<file path="config.mk">
export PLATFORM = sky130hd
export DESIGN_NAME = multi_pattern_char_matcher
export DESIGN_NICKNAME = d
export VERILOG_FILES = /design/src/rtl/mpcm_pkg.sv /design/src/rtl/multi_pattern_char_matcher.sv
export SDC_FILE = /design/constraint.sdc
export NUM_CORES = 2
export LEC_CHECK = 0
export BUFFER_PORTS_ARGS = -buffer_cell sky130_fd_sc_hd__buf_4
export CAP_MARGIN = 0
export CORE_UTILIZATION = 30
export CTS_CLUSTER_DIAMETER = 60
export DETAILED_ROUTE_END_ITERATION = 8
export PLACE_DENSITY = 0.47
export SLEW_MARGIN = 25
export SYNTH_ARGS = -nofsm -noshare
export SYNTH_HDL_FRONTEND = slang
export SYNTH_SLANG_ARGS = --single-unit
</file>
<file path="constraint.sdc">
create_clock -name clk -period 6.7 [get_ports clk]
set_input_delay 0.67 -clock clk [delete_from_list [all_inputs] [get_ports clk]]
set_output_delay 0.67 -clock clk [all_outputs]
set_load 0.01 [all_outputs]
</file>
<file path="src/rtl/mpcm_pkg.sv">
// ---------------------------------------------------------------------------
// mpcm_pkg
// Command codes and field types of the multi-pattern character matcher.
// ---------------------------------------------------------------------------
`default_nettype none

package mpcm_pkg;

	typedef logic [1:0] cmd_t;

	localparam cmd_t CMD_FEED  = 2'd0;
	localparam cmd_t CMD_QUERY = 2'd1;
	localparam cmd_t CMD_CLEAR = 2'd2;
	localparam cmd_t CMD_LOAD  = 2'd3;

	localparam int FLAG_W = 8;

	typedef logic [FLAG_W-1:0] flags_t;

endpackage

`default_nettype wire

</file>
<file path="src/rtl/multi_pattern_char_matcher.sv">
// ---------------------------------------------------------------------------
// multi_pattern_char_matcher
// Streaming matcher of a character stream against PATTERNS stored patterns,
// each with its own progress index and a sticky match bit.
// ---------------------------------------------------------------------------
//
//  channel  | handshake                  | payload
//  ---------+----------------------------+------------------------------------
//  item     | item_valid / item_stall    | command, pattern_sel, position,
//           |                            | char_value, last_byte
//  result   | result_valid / result_stall| found, match_flags
//
// One transaction per cycle sustained while result_stall is low. A
// transaction is registered at the input (s1), evaluated in a single pass
// against all patterns, and its result is registered in the result
// register. Each pattern's expected character is prefetched into a register
// from that pattern's own character memory. arst_n clears progress, lengths,
// match bits and both valid flags; pattern characters are not cleared.
// item_stall rises only while s1 holds a transaction and the result
// register is full and stalled.
// ---------------------------------------------------------------------------
`default_nettype none

module multi_pattern_char_matcher
	import mpcm_pkg::*;
#(
	parameter int PATTERNS = 8,
	parameter int MAX_LEN  = 16
) (
	input  logic        clk,
	input  logic        arst_n,
	// item channel
	input  logic        item_valid,
	output logic        item_stall,
	input  cmd_t        command,
	input  logic [2:0]  pattern_sel,
	input  logic [3:0]  position,
	input  logic [7:0]  char_value,
	input  logic        last_byte,
	// result channel
	output logic        result_valid,
	input  logic        result_stall,
	output logic        found,
	output flags_t      match_flags
);

	// progress / length need to hold MAX_LEN itself; addresses do not
	localparam int PW = $clog2(MAX_LEN + 1);
	localparam int AW = $clog2(MAX_LEN);
	// match vector widened to at least the visible flag count
	localparam int MW = (PATTERNS > FLAG_W) ? PATTERNS : FLAG_W;

	// ------------------------------------------------------------------
	// input register (s1)
	// ------------------------------------------------------------------
	logic              valid_s1;
	cmd_t              cmd_s1;
	logic [2:0]        sel_s1;
	logic [3:0]        pos_s1;
	logic [7:0]        char_s1;
	logic              last_s1;

	logic              accept_in;
	logic              advance;
	logic              fire;

	// result register
	logic              result_valid_q;
	logic              found_q;
	flags_t            flags_q;

	// pattern state
	logic [PW-1:0]     prog_q [PATTERNS];
	logic [PW-1:0]     prog_d [PATTERNS];
	logic [PW-1:0]     len_q  [PATTERNS];
	logic [PW-1:0]     len_d  [PATTERNS];
	logic [PATTERNS-1:0] match_q;
	logic [PATTERNS-1:0] match_d;
	logic              found_d;
	logic [MW-1:0]     match_ext;

	// character memories
	logic [PATTERNS-1:0] wr_en;
	logic [AW-1:0]     waddr;
	logic [7:0]        exp_char [PATTERNS];

	// the output register frees up when empty or being taken this cycle
	assign advance    = !result_valid_q || !result_stall;
	assign fire       = valid_s1 && advance;
	assign item_stall = valid_s1 && !advance;
	assign accept_in  = item_valid && !item_stall;

	always_ff @(posedge clk or negedge arst_n) begin
		if (!arst_n) begin
			valid_s1 <= 1'b0;
		end else if (accept_in) begin
			valid_s1 <= 1'b1;
		end else if (fire) begin
			valid_s1 <= 1'b0;
		end
	end

	always_ff @(posedge clk) begin
		if (accept_in) begin
			cmd_s1  <= command;
			sel_s1  <= pattern_sel;
			pos_s1  <= position;
			char_s1 <= char_value;
			last_s1 <= last_byte;
		end
	end

	// ------------------------------------------------------------------
	// single evaluation pass over all patterns
	// ------------------------------------------------------------------
	always_comb begin
		prog_d  = prog_q;
		len_d   = len_q;
		match_d = match_q;
		found_d = 1'b0;
		wr_en   = '0;
		if (fire) begin
			case (cmd_s1)
				CMD_FEED: begin
					for (int p = 0; p < PATTERNS; p++) begin
						if (len_q[p] != '0) begin
							// complete pattern reports one character late
							if (prog_q[p] >= len_q[p]) begin
								match_d[p] = 1'b1;
								found_d    = 1'b1;
							end else if (exp_char[p] == char_s1) begin
								prog_d[p] = prog_q[p] + PW'(1);
							end else begin
								prog_d[p] = '0;
							end
						end
					end
				end
				CMD_QUERY: begin
					for (int p = 0; p < PATTERNS; p++) begin
						if (32'(sel_s1) == p && match_q[p]) begin
							found_d    = 1'b1;
							match_d[p] = 1'b0;
						end
					end
				end
				CMD_CLEAR: begin
					prog_d  = '{default: '0};
					match_d = '0;
				end
				CMD_LOAD: begin
					if (32'(pos_s1) < MAX_LEN) begin
						for (int p = 0; p < PATTERNS; p++) begin
							if (32'(sel_s1) == p) begin
								wr_en[p]  = 1'b1;
								prog_d[p] = '0;
								if (last_s1) begin
									len_d[p] = PW'(pos_s1) + PW'(1);
								end
							end
						end
					end
				end
				default: begin
				end
			endcase
		end
	end

	always_ff @(posedge clk or negedge arst_n) begin
		if (!arst_n) begin
			prog_q  <= '{default: '0};
			len_q   <= '{default: '0};
			match_q <= '0;
		end else begin
			prog_q  <= prog_d;
			len_q   <= len_d;
			match_q <= match_d;
		end
	end

	// ------------------------------------------------------------------
	// per-pattern character memory; the read at the next progress index
	// is registered so the expected character is ready for the next item
	// ------------------------------------------------------------------
	assign waddr = AW'(pos_s1);

	for (genvar g = 0; g < PATTERNS; g++) begin : g_pat
		logic [7:0]    chars_mem [MAX_LEN];
		logic [AW-1:0] raddr;
		logic [7:0]    rd_q;
		logic          byp_q;
		logic [7:0]    byp_data_q;

		// progress equal to MAX_LEN wraps here; that byte is never compared
		assign raddr = AW'(prog_d[g]);

		always_ff @(posedge clk) begin
			if (wr_en[g]) begin
				chars_mem[waddr] <= char_s1;
			end
			rd_q       <= chars_mem[raddr];
			// forward a byte written to the address being fetched
			byp_q      <= wr_en[g] && (waddr == raddr);
			byp_data_q <= char_s1;
		end

		assign exp_char[g] = byp_q ? byp_data_q : rd_q;
	end

	// ------------------------------------------------------------------
	// result register
	// ------------------------------------------------------------------
	assign match_ext = MW'(match_d);

	always_ff @(posedge clk or negedge arst_n) begin
		if (!arst_n) begin
			result_valid_q <= 1'b0;
		end else if (advance) begin
			result_valid_q <= valid_s1;
		end
	end

	always_ff @(posedge clk) begin
		if (fire) begin
			found_q <= found_d;
			flags_q <= match_ext[FLAG_W-1:0];
		end
	end

	assign result_valid = result_valid_q;
	assign found        = found_q;
	assign match_flags  = flags_q;

endmodule

`default_nettype wire

</file>
==> run summary <==
YS warnings: 0
Gpl congestion: 0.821
I/O pin cnt: 33
Final setup fails: 0
CTS tree: done
Sequential fraction of the synthesis area: 68.9%
Via count: 30300
Clk sink count: 1221
Design Power: 0.0169 W
Fin crit period: 4790 ps
Die X: 416 µm
CP endpoint kind: register
Post-DP HPWL: 90700 µm
Skew-Pair Late Insertion Delay: 800 ps
Number of global-route vias before repair: 30000
CTS resizes: 0
Final period util: 71.5%
Largest net degree at the start of global routing: 107
Cells after Synth: 3515
CP max-delay cell: edfxtp_1
Post-synth ARST share: 7.37%
Share of cells above drive strength 1: 11.2%
FMAX: 0.209 GHz
Synth cell types: 88
Status: complete, no violations
Port buffer count: 32
Vias/cell: 5.12
Row cnt: 151
Hold depth: 1
Crit path depth: 11
Post-synthesis net count: 3589
RSZ-0062 raised after global routing: no
Final setup TNS: 0 ps
Lkg Pwr: 19.4 nW
WL final: 147000 µm
Detailed Route Iter0 Violations: 2635
CTS max path bufs: 3
Required time worst endpoint: 7350 ps
Endpoints failing hold: 0
Initial Util: 30.3%
GRT Residual Overflow: 0
Nets: 3654
Max cap viols: 0
Worst Reg-to-Reg Cells: 11
CTS clock-pin slew for the worst setup and hold paths: 60 ps
DIE AREA: 0.173 mm²
Avg Synthesized Cell Area: 14.6 µm²
Slew Limit Fails: 0
Most used cell, CP: buf_4
Final non-filler cell area: 0.0589 mm²
Slew @ Worst Pin: 1070 ps
First-pass detailed-route iteration total: 5
Peak fanout along the critical path: 38
Worst Setup Start Kind: register
First-pass GRT wire length: 214000 µm
Post-DRT Antenna Nets: 0
Clock Skew: 55.5 ps
Die Span Y: 416 µm
Dominant synthesized flop cell: edfxtp_1
Max H-tree Level: 4
Total CTS buffers: 141
Root buf cell: clkbuf_16
Slowest stage delay, CP: 990 ps
Placed Instance Area: 0.0544 mm²
WL per Instance: 24.8 µm
Slew margin rel.: 28.4%
Synthesized cell area: 0.0514 mm²
Crit path buf inv count: 3
GRT Total Usage: 16.7%
Worst hold path class: primary input to register
Core area: 0.170 mm²
Yosys reg bits: 1221
Initial antenna violation count: 7
FILL cells: 16300
EDFF count, synth: 1051
Worst-path cell chain: buf_4 > xnor2_1 > nor4_1 > nand2_1 > nor4_4 > buf_4 > or2_2 > buf_12 > mux2i_1 > a2111oi_0 > or4_1
PwrDens: 286 mW/mm²
Setup CP Type: register to register
VDD IR-drop max: 0.288 mV
DRC: 0
Kind of cell adding the most delay to the critical path: simple AND/OR/NAND/NOR gates
Area Overhead vs Synth: 14.7%
CP arrival: 5440 ps
Yosys cell counts, drive strengths merged, types with 52 or more instances:
library cell | instances | area (µm²)
inv | 72 | 270
nand3 | 75 | 375
nor3b | 68 | 510
o21ai | 138 | 698
xnor2 | 79 | 692
a21oi | 103 | 515
dfxtp | 80 | 1600
dfrtp | 90 | 2250
a2111oi | 97 | 851
clkbuf | 104 | 390
nor2 | 178 | 678
buf | 111 | 684
a211oi | 135 | 1050
mux2i | 400 | 4000
edfxtp | 1051 | 31600
nand2 | 249 | 937
ha | 52 | 651
timing repair:
action / in CTS / in global routing
hold buffers: 1 / 0
buffers inserted: 0 / 0
endpoints found under the hold margin: 45 / 0
path summary, 6_finish.rpt:
kind                                 startpoint                       end  slack [ps]
hold reg to reg            valid_s1$_DFFE_PN0P_  result_valid$_DFFE_PN0P_         480
min in group asynchronous                arst_n  result_valid$_DFFE_PN0P_         470
hold / removal                      position[2]       pos_s1[2]$_DFFE_PP_          60
max in group asynchronous                arst_n     len_q[26]$_DFFE_PN0P_        5000
setup / recovery           char_s1[1]$_DFFE_PP_  g_pat[6].rd_q[1]$_DFF_P_        1910
setup reg to reg           char_s1[1]$_DFFE_PP_  g_pat[6].rd_q[1]$_DFF_P_        1910
power by group:
part           switching [W]  total [W]  internal [W]
sequential          0.000105    0.00846       0.00836
combinational       0.000635   0.000898      0.000263
clock                0.00315    0.00750       0.00435
total                0.00389     0.0169        0.0130
cell type report:
cell class | count | area, µm² | share of cell area, %
Antenna cell | 4 | 10.0 | 0.0170
Timing Repair Buffer | 137 | 1160 | 1.98
Clock buffer | 194 | 3880 | 6.58
Clock inverter | 63 | 631 | 1.07
Multi-Input combinational cell | 2001 | 14700 | 25.0
Tap cell | 2218 | 2780 | 4.71
Inverter | 78 | 294 | 0.499
Sequential cell | 1221 | 35400 | 60.1
sequential cells by signal, summed over array words and instances (netlist names), 40 cells and up:
signal           flops
prog_q              40
len_q               40
g_pat.chars_mem   1024
g_pat.rd_q          64
per-stage QoR:
stage / worst slack, ps / std cells / hold slack, ps / utilization [%]
2_1_floorplan: 2270 / 3515 / 374 / -
3_3_place_gp: 1680 / 5653 / 485 / 32.0
3_5_place_dp: 1630 / 5653 / 475 / 32.0
4_1_cts: 1810 / 5911 / 15.3 / 34.7
5_1_grt: 1650 / 5914 / 19.0 / 34.7
6_report: 1910 / 5916 / 61.4 / 34.7
kinds of logic after synthesis:
group           count (synthesis)  synth area share [%]
flops                        1221                  68.9
simple gates                  775                  7.65
compound gates                661                  9.28
mux                           426                  8.74
buf+inv                       293                  2.66
xor+xnor                       87                  1.48
fa+ha+maj                      52                  1.27
cell usage in the layout (no fill, tap or decap), types with 31 or more instances in the layout:
cell,n
edfxtp_1,1051
mux2i_1,400
nand2_1,246
nor2_1,172
clkbuf_16,142
a211oi_1,127
o21ai_0,126
buf_4,125
a21oi_1,103
a2111oi_0,95
dfrtp_1,90
dfxtp_1,80
xnor2_1,77
nand3_1,72
inv_1,68
nor3b_1,68
ha_1,52
nor2b_1,43
or4_1,39
and3_1,39
clkbuf_1,39
a311oi_1,32
a32o_1,31
layer usage:
| layer | vias up | track usage (%) | part of all wire, % |
|---|---|---|---|
| met3 | 186 | 2.72 | 5.1 |
| met1 | 15400 | 24.1 | 47 |
| met5 | - | 0 | 0 |
| li1 | 13800 | - | - |
| met4 | 0 | 5.06 | 2.5 |
| met2 | 843 | 25.7 | 45 |
Note: power is estimated with default switching activity, not from simulation.
